===== src/rtl/core/tcw_pkg.sv =====
// Shared types and constants of the text console writer.
// No dependencies; imported by every module of the block.
package tcw_pkg;

    localparam int DEF_COLUMNS = 80;
    localparam int DEF_ROWS    = 25;
    localparam int QUEUE_DEPTH = 2;

    localparam int CHAR_W    = 8;
    localparam int ATTR_W    = 8;
    localparam int RA_W      = 11;
    localparam int CELL_W    = 16;
    localparam int POS_W     = 11;
    localparam int S_TDATA_W = 24;
    localparam int M_TDATA_W = 32;

    localparam logic [CHAR_W-1:0] CH_CR       = 8'd13;
    localparam logic [CHAR_W-1:0] CH_LF       = 8'd10;
    localparam logic [CELL_W-1:0] BLANK_CELL  = 16'h0720;
    localparam logic [ATTR_W-1:0] ATTR_RESET  = 8'h07;
    localparam logic              OP_PUT      = 1'b0;
    localparam logic              OP_READ     = 1'b1;

    typedef enum logic [1:0] {
        CMD_PUT,
        CMD_LF,
        CMD_CR,
        CMD_READ
    } cmd_kind_t;

    typedef struct packed {
        cmd_kind_t          kind;
        logic [CHAR_W-1:0]  char_code;
        logic [ATTR_W-1:0]  attr;
        logic [RA_W-1:0]    read_addr;
    } cmd_t;

    typedef struct packed {
        logic clearing;
    } bk_status_t;

    typedef struct packed {
        logic [CELL_W-1:0] cell_data;
        logic [POS_W-1:0]  cursor_pos;
        logic              scrolled;
    } result_t;

    typedef enum logic [2:0] {
        BK_CLEAR,
        BK_RUN,
        BK_READ_WAIT,
        BK_COPY,
        BK_BLANK
    } bk_state_t;

endpackage


===== src/rtl/core/tcw_front.sv =====
// Front end: input handshake, attribute register, item classification.
// Depends on tcw_pkg; feeds tcw_fifo.
module tcw_front (
    input  logic                              aclk,
    input  logic                              aresetn,
    input  logic                              s_tvalid,
    output logic                              s_tready,
    input  logic [tcw_pkg::S_TDATA_W-1:0]     s_tdata,
    input  logic                              s_tuser,
    input  logic                              cfg_valid,
    output logic                              cfg_ready,
    input  logic [tcw_pkg::ATTR_W-1:0]        cfg_data,
    input  logic                              q_full,
    input  tcw_pkg::bk_status_t               bk_stat,
    output logic                              push,
    output tcw_pkg::cmd_t                     push_entry
);
    import tcw_pkg::*;

    logic [ATTR_W-1:0] attr_reg;
    logic [CHAR_W-1:0] in_char;
    logic [RA_W-1:0]   in_addr;

    assign in_char   = s_tdata[CHAR_W-1:0];
    assign in_addr   = s_tdata[CHAR_W+RA_W-1:CHAR_W];
    assign cfg_ready = 1'b1;
    // no items during the clearing pass after reset
    assign s_tready  = !q_full && !bk_stat.clearing;
    assign push      = s_tvalid && s_tready;

    always_comb begin
        push_entry.char_code = in_char;
        push_entry.attr      = attr_reg;
        push_entry.read_addr = in_addr;
        if (s_tuser == OP_READ) begin
            push_entry.kind = CMD_READ;
        end else if (in_char == CH_CR) begin
            push_entry.kind = CMD_CR;
        end else if (in_char == CH_LF) begin
            push_entry.kind = CMD_LF;
        end else begin
            push_entry.kind = CMD_PUT;
        end
    end

    always_ff @(posedge aclk) begin
        if (!aresetn) begin
            attr_reg <= ATTR_RESET;
        end else if (cfg_valid && cfg_ready) begin
            attr_reg <= cfg_data;
        end
    end

endmodule


===== config.mk =====
export PLATFORM = sky130hd
export DESIGN_NAME = tcw_front
export DESIGN_NICKNAME = d
export VERILOG_FILES = /design/src/rtl/core/tcw_pkg.sv /design/src/rtl/core/tcw_front.sv
export SDC_FILE = /design/constraint.sdc
export NUM_CORES = 1
export LEC_CHECK = 0
export BUFFER_PORTS_ARGS = -buffer_cell sky130_fd_sc_hd__buf_2
export CORE_UTILIZATION = 31
export CTS_CLUSTER_DIAMETER = 50
export CTS_CLUSTER_SIZE = 25
export DETAILED_ROUTE_END_ITERATION = 7
export GPL_TIMING_DRIVEN = 0
export PLACE_DENSITY = 0.8
export SETUP_SLACK_MARGIN = 0.02
export SYNTH_ARGS = -nofsm -noshare
export SYNTH_HDL_FRONTEND = slang
export SYNTH_SLANG_ARGS = --single-unit

===== constraint.sdc =====
create_clock -name aclk -period 1.5 [get_ports aclk]
set_clock_uncertainty 0.1 [all_clocks]
set_input_delay 0.15 -clock aclk [delete_from_list [all_inputs] [get_ports aclk]]
set_output_delay 0.15 -clock aclk [all_outputs]
set_load 0.03 [all_outputs]

==> run metrics <==
P_leak=around 0.48 nW; status=finished, violations left; CP Class=in -> out; register area share after synthesis=0.319; CTS Sinks=8; Setup TNS Final=0 ns; WHS=between 0.02 and 0.025 ns; R2R depth=2; CTS tree=yes; setup slack, reg-to-reg=between 0.7 and 0.8 ns; Peak Freq=868 MHz; diodes inserted=0; fill count=~160; Initial DRC Count=4; CTS max path bufs=2; yosys warns=0; core area=approximately 0.0015 sq mm; CTS buffer count=3; CP Capture Type=primary output; final wirelength=1090 microns; placed inst area=about 800 sq um; setup bufs post-CTS=0; Top Ports=just over 70; Final Critical Period=about 1.2 ns; Crit path max-delay family=buffers and inverters; Cell variety after synth=13; Post-DRT Antenna Nets=0; Finished Core Util=0.534; share of cells above drive strength 1=0.706; worst skew pair latency=roughly 0.24 ns; WL/cell=8.70 microns; pin count of the biggest net entering global routing=9; Most common cell on crit path=buf_2; Slowest-stage cell, CP=nor3_1; HPWL after DPL=about 950 microns; Via Count=between 500 and 600; Cell Rows=14; max-slew violations=0; cell taking the most area after synthesis=dfxtp_1; Crit Path Max Fanout=2; RSZ-0062 raised after global routing=false; Worst Path Required=about 1.3 ns; root buffer cell=clkbuf_4; Power Density=784 mW/mm^2; CTS H-Tree Depth=1; Worst path max stage delay=around 0.25 ns; synthesized area per cell=between 9 and 10 sq um; Synth area leaders=dfxtp_1, buf_4, mux2i_1; post-route cell area=805 sq um; endpoints failing hold=0; Max IR drop VDD=468 uV; die outline width=42.2 microns; Mapped Cells=54; area of the multi-input gates=approximately 180 sq um; synthesized cell area=502 sq um; Die Height=~42 microns; Worst Setup Start Kind=input pin; vias per inst=4.12; clock slew at reported path FFs=0.05 ns; max_cap viols=0; syn_nets=between 90 and 100; routability congestion estimate=0.578; CP Depth=4; DP Worst Slack=between 0.3 and 0.4 ns; Setup WS post-layout=0.348 ns; post-placement cell count=between 100 and 150; number of remaining DRC errors=1; die footprint=0.00178 sq mm; Critical Path AT=0.90 ns; Hold Crit Class=in -> reg; Final #Nets=150; 1st-pass router iterations=5; worst hold path depth=3; vias in the first global route=413; Port Buffer Count=52; hold buffers post-CTS=0; Initial Util=0.333; final non-filler cell total=about 130; post-synth top area share=0.319; most common cell after layout, fill and taps aside=buf_2; total global-route track usage=0.116; failing checks=DRC; commonest non-fill, non-tap cells in the layout=buf_2, buf_4, mux2i_1, dfxtp_1, nor2b_1; Tcrit/Tclk final=0.768; Layout Area Growth over Synthesis=60.3%; post-synthesis register bit count=8; FF+latch area=between 150 and 200 sq um; worst-path cell chain=buf_2 > nor3_1 > a41o_1 > buf_2; grt total ovfl=0; initial antenna violation count=0; Final Total Pwr=between 600 and 700 uW; CP bufs+invs=2; final setup fails=0; first-pass GRT wire length=1600 microns; max reg flops=8; Post-CTS Resized=0
[metal layers]
metal | up-vias | global-route usage | routed length, microns | share of wire
met4 | 0 | 0.0563 | 0 | 0
met1 | 211 | 0.106 | 361 | 0.33
met3 | 0 | 0.0302 | 145 | 0.13
met2 | 38 | 0.228 | 580 | 0.53
met5 | - | 0 | 0 | 0
li1 | 266 | - | - | -
[kinds of logic after synthesis]
family,share of synthesized area
other,0.00747
AO/OA/AOI/OAI,0.0374
AND/OR/NAND/NOR,0.155
buffers and inverters,0.322
multiplexers,0.160
flip-flops,0.319
[cell usage after synthesis]
cell type and instances:
a31o_2 1, buf_6 1, dfxtp_1 8, nor2b_1 7, nor2_1 1, buf_4 20, nand2_1 3, nor3b_1 1
conb_1 1, mux2i_1 8, nor3_1 1, and2_1 1, a41o_1 1
[where the power goes]
group          internal (mW)  leakage [nW]  switching, mW
Sequential             0.226        0.0662        0.00583
Combinational          0.104         0.396          0.142
Clock                 0.0909        0.0138         0.0629
Total                  0.420         0.476          0.211
[worst register-to-register path, stage by stage, from the launching register on]
cell and delay [ns]:
dfxtp_1 0.31, mux2i_1 0.12, nand2_1 0.07
[area by class of cell]
cell class	instances	area share
repair buffers	52	0.323
plain buffers	21	0.201
flip-flops and latches	8	0.199
multi-input cells	25	0.224
clock buffers	3	0.0280
well taps	16	0.0249
[worst paths after layout]
| kind | startpoint | to |
|---|---|---|
| max | s_tdata[5] | push_entry[28] |
| min | cfg_data[1] | attr_reg[1]$_SDFFE_PN1P_ |
| max reg2reg | attr_reg[2]$_SDFFE_PN1P_ | attr_reg[2]$_SDFFE_PN1P_ |
| min reg2reg | attr_reg[1]$_SDFFE_PN1P_ | attr_reg[1]$_SDFFE_PN1P_ |
No activity file was read; power rests on OpenSTA's default activity.
