==> config.mk <==
export PLATFORM = sky130hd
export DESIGN_NAME = tcw_fifo
export DESIGN_NICKNAME = d
export VERILOG_FILES = /design/src/rtl/core/tcw_pkg.sv /design/src/rtl/core/tcw_fifo.sv
export SDC_FILE = /design/constraint.sdc
export NUM_CORES = 1
export LEC_CHECK = 0
export ABC_AREA = 1
export ABC_CLOCK_PERIOD_IN_PS = 5360
export CORE_MARGIN = 2
export CORE_UTILIZATION = 50
export CTS_CLUSTER_SIZE = 24
export DETAILED_ROUTE_END_ITERATION = 10
export DONT_BUFFER_PORTS = 1
export GPL_TIMING_DRIVEN = 0
export SYNTH_ARGS = -nofsm -noshare
export SYNTH_HDL_FRONTEND = slang
export SYNTH_SLANG_ARGS = --single-unit
==> constraint.sdc <==
create_clock -name aclk -period 5.36 [get_ports aclk]
set_clock_uncertainty 0.15 [all_clocks]
set_input_delay 0.804 -clock aclk [delete_from_list [all_inputs] [get_ports aclk]]
set_output_delay 0.804 -clock aclk [all_outputs]
set_load 0.05 [all_outputs]
==> src/rtl/core/tcw_pkg.sv <==
// Shared types and constants of the text console writer.
// No dependencies; imported by every module of the block.
package tcw_pkg;

    localparam int DEF_COLUMNS = 80;
    localparam int DEF_ROWS    = 25;
    localparam int QUEUE_DEPTH = 2;

    localparam int CHAR_W    = 8;
    localparam int ATTR_W    = 8;
    localparam int RA_W      = 11;
    localparam int CELL_W    = 16;
    localparam int POS_W     = 11;
    localparam int S_TDATA_W = 24;
    localparam int M_TDATA_W = 32;

    localparam logic [CHAR_W-1:0] CH_CR       = 8'd13;
    localparam logic [CHAR_W-1:0] CH_LF       = 8'd10;
    localparam logic [CELL_W-1:0] BLANK_CELL  = 16'h0720;
    localparam logic [ATTR_W-1:0] ATTR_RESET  = 8'h07;
    localparam logic              OP_PUT      = 1'b0;
    localparam logic              OP_READ     = 1'b1;

    typedef enum logic [1:0] {
        CMD_PUT,
        CMD_LF,
        CMD_CR,
        CMD_READ
    } cmd_kind_t;

    typedef struct packed {
        cmd_kind_t          kind;
        logic [CHAR_W-1:0]  char_code;
        logic [ATTR_W-1:0]  attr;
        logic [RA_W-1:0]    read_addr;
    } cmd_t;

    typedef struct packed {
        logic clearing;
    } bk_status_t;

    typedef struct packed {
        logic [CELL_W-1:0] cell_data;
        logic [POS_W-1:0]  cursor_pos;
        logic              scrolled;
    } result_t;

    typedef enum logic [2:0] {
        BK_CLEAR,
        BK_RUN,
        BK_READ_WAIT,
        BK_COPY,
        BK_BLANK
    } bk_state_t;

endpackage

==> src/rtl/core/tcw_fifo.sv <==
// Short command queue between the front and the back.
// Depends on tcw_pkg for the command type.
module tcw_fifo #(
    parameter int DEPTH = 2
) (
    input  logic          aclk,
    input  logic          aresetn,
    input  logic          push,
    input  tcw_pkg::cmd_t push_entry,
    output logic          full,
    input  logic          pop,
    output tcw_pkg::cmd_t pop_entry,
    output logic          empty
);
    import tcw_pkg::*;

    localparam int PTR_W = (DEPTH > 1) ? $clog2(DEPTH) : 1;
    localparam int CNT_W = $clog2(DEPTH + 1);

    cmd_t             entries_reg [DEPTH];
    logic [PTR_W-1:0] wr_ptr_reg, wr_ptr_next;
    logic [PTR_W-1:0] rd_ptr_reg, rd_ptr_next;
    logic [CNT_W-1:0] count_reg, count_next;

    assign full      = (count_reg == CNT_W'(DEPTH));
    assign empty     = (count_reg == '0);
    assign pop_entry = entries_reg[rd_ptr_reg];

    always_comb begin
        wr_ptr_next = wr_ptr_reg;
        rd_ptr_next = rd_ptr_reg;
        count_next  = count_reg;
        if (push) begin
            wr_ptr_next = (wr_ptr_reg == PTR_W'(DEPTH - 1)) ? '0 : wr_ptr_reg + 1'b1;
        end
        if (pop) begin
            rd_ptr_next = (rd_ptr_reg == PTR_W'(DEPTH - 1)) ? '0 : rd_ptr_reg + 1'b1;
        end
        if (push && !pop) begin
            count_next = count_reg + 1'b1;
        end else if (pop && !push) begin
            count_next = count_reg - 1'b1;
        end
    end

    always_ff @(posedge aclk) begin
        if (!aresetn) begin
            wr_ptr_reg <= '0;
            rd_ptr_reg <= '0;
            count_reg  <= '0;
        end else begin
            wr_ptr_reg <= wr_ptr_next;
            rd_ptr_reg <= rd_ptr_next;
            count_reg  <= count_next;
        end
    end

    always_ff @(posedge aclk) begin
        if (push) begin
            entries_reg[wr_ptr_reg] <= push_entry;
        end
    end

endmodule

==> impl_metrics.tcl <==
set metrics [dict create \
    cap_violations 0 \
    gp_congestion 0.693 \
    vias_per_cell 5.32 \
    required_ns 4.41 \
    grt_max_degree 30 \
    worstPathArrival_ns 1.42 \
    clk_latency_ns 0.32 \
    vdd_drop_max_v 0.000228 \
    cp-end-kind "primary output" \
    drtIter0Drc 40 \
    yosysWarnings 0 \
    power.leakage_nw 0.947 \
    antenna_found_initial 0 \
    grt_pass1_wl_um 5150 \
    cp_slowest_stage_delay_ns 0.40 \
    status "complete, no violations" \
    finalCritPeriodShare_pct 44.3 \
    drt_wl_total_um 3410 \
    syn_inst 125 \
    ant_nets 0 \
    grt_pass1_vias 1134 \
    dieHeight_um 72.7 \
    setup_tns_ns 0 \
    rsz0062_at_grt "no" \
    clockBufferDepth 2 \
    tightest_slew_ns 1.17 \
    initial_utilization_pct 53.1 \
    overflow 0 \
    final.min_clock_period_ns 2.37 \
    cts_tree "done" \
    wire_per_inst_um 17.7 \
    cts_buffers 9 \
    path_cells "buf_6 -> buf_6 -> mux2_4" \
    max_freq_mhz 421 \
    synthesis.nets 159 \
    die_area_mm2 0.00529 \
    fin_nets 170 \
    cp_slowest_cell "mux2_4" \
    die_w_um 72.7 \
    antennaDiodeCount 0 \
    post_cts_buffers 0 \
    placed_cells_incl_taps 177 \
    slew_violations 0 \
    cts_hold_buffers 0 \
    areaGrowthSynthToFinish_pct 11.5 \
    hold_violations 0 \
    drive_gt1_share_pct 33.3 \
    place_hpwl_um 2200 \
    cpMostUsedCell "buf_6" \
    htreeDepth 3 \
    netlist_area_mm2 0.00236 \
    cts_resized 0 \
    fp.coreArea_mm2 0.00444 \
    num_vias 1026 \
    powerDensity_mw_per_mm2 426 \
    portBuffers 0 \
    critPathLaunchType "flip-flop" \
    avgSynthCellArea_um2 18.9 \
    yosysSeqAreaShare_pct 78.0 \
    setup_viol 0 \
    io_pins 64 \
    ys_ff_latch 63 \
    path_max_fanout 10 \
    synth.distinct_cells 14 \
    hp-class "reg -> reg" \
    cts_root_buf "clkbuf_8" \
    instances_no_fill 193 \
    clock_sinks 63 \
    worstSetupPathType "reg -> out" \
    clkTransAtPathRegs_ns 0.07 \
    whs_ns 0.357 \
    largest_reg_flops 58 \
    grtUsageTotal_pct 14.3 \
    first_pass_iters 4 \
    drc 0 \
    rows 24 \
    slew_headroom_pct 21.9 \
]
[Yosys cell counts (all sizes together)]
library cell  count  area, um^2
a21oi             1        5.00
buf               3        27.5
dfxtp             5         100
edfxtp           58        1740
ha                1        12.5
inv               8        30.0
mux2             29         364
nand2             8        30.0
nand3             1        5.00
nand4             1        6.26
nor2              9        33.8
o21ai             1        5.00
[metrics by stage]
stage	setup slack [ns]	total power, mW	utilization, %	instance area (um^2)
after floorplan	2.73	0.717	-	2360
after global placement	2.10	0.729	54.6	2430
after detailed placement	3.05	0.732	54.8	2430
after CTS	2.95	1.13	59.2	2630
after global routing	2.90	1.16	59.2	2630
final	2.99	1.12	59.2	2630
[power by group]
group          switching, mW  internal, mW
registers            0.00749         0.568
clock network          0.165         0.237
logic                  0.111        0.0328
[placed cells by master, fill, tap and decap left out, drive strengths merged]
cell type,n
nand4,1
nor2,9
nand2,8
clkinv,3
o21ai,1
clkbuf,12
ha,1
bufinv,1
a21oi,1
buf,3
inv,8
edfxtp,58
dfxtp,5
nand3,1
mux2,29
[cells by family after synthesis]
family / Yosys count / share of synthesized area (%)
DFF: 63 / 78.0
muxes: 29 / 15.4
and+or+nand+nor: 19 / 3.18
buffers and inverters: 11 / 2.44
AOI/OAI and AO/OA: 2 / 0.424
adders and majority gates: 1 / 0.530
[per-layer routing]
layer | track usage [%] | part of all wire (%) | vias up
met2 | 24.3 | 53 | 47
met4 | 9.88 | 2.1 | 0
met1 | 13.5 | 36 | 488
li1 | - | - | 483
met5 | 0 | 0 | -
met3 | 6.77 | 9.3 | 8
[worst max-delay path, delay by kind of cell, from the launching register on]
family	cells	cell delay (ns)
flops	1	0.34
buf+inv	2	0.35
mux	1	0.40
[final cells by class]
cell class	instances	area [um^2]
inverters	8	30.0
clock inverters	4	43.8
clock buffers	12	155
fillers	353	1810
plain buffers	3	27.5
flip-flops and latches	63	1840
multi-input cells	51	469
well taps	52	65.1
[final timing paths]
| check | slack, ns | start | depth (start not counted) | endpoint |
|---|---|---|---|---|
| worst max-delay path | 2.99 | flip-flop | 3 | pop_entry[6] |
| worst min-delay path | 0.36 | rd_ptr_reg | 2 | flip-flop |
| worst max register to register | 3.48 | wr_ptr_reg | 2 | entries_reg[1][13] |
| worst min register to register | 0.36 | rd_ptr_reg | 2 | flip-flop |
Power figures use the tool's default switching activity.
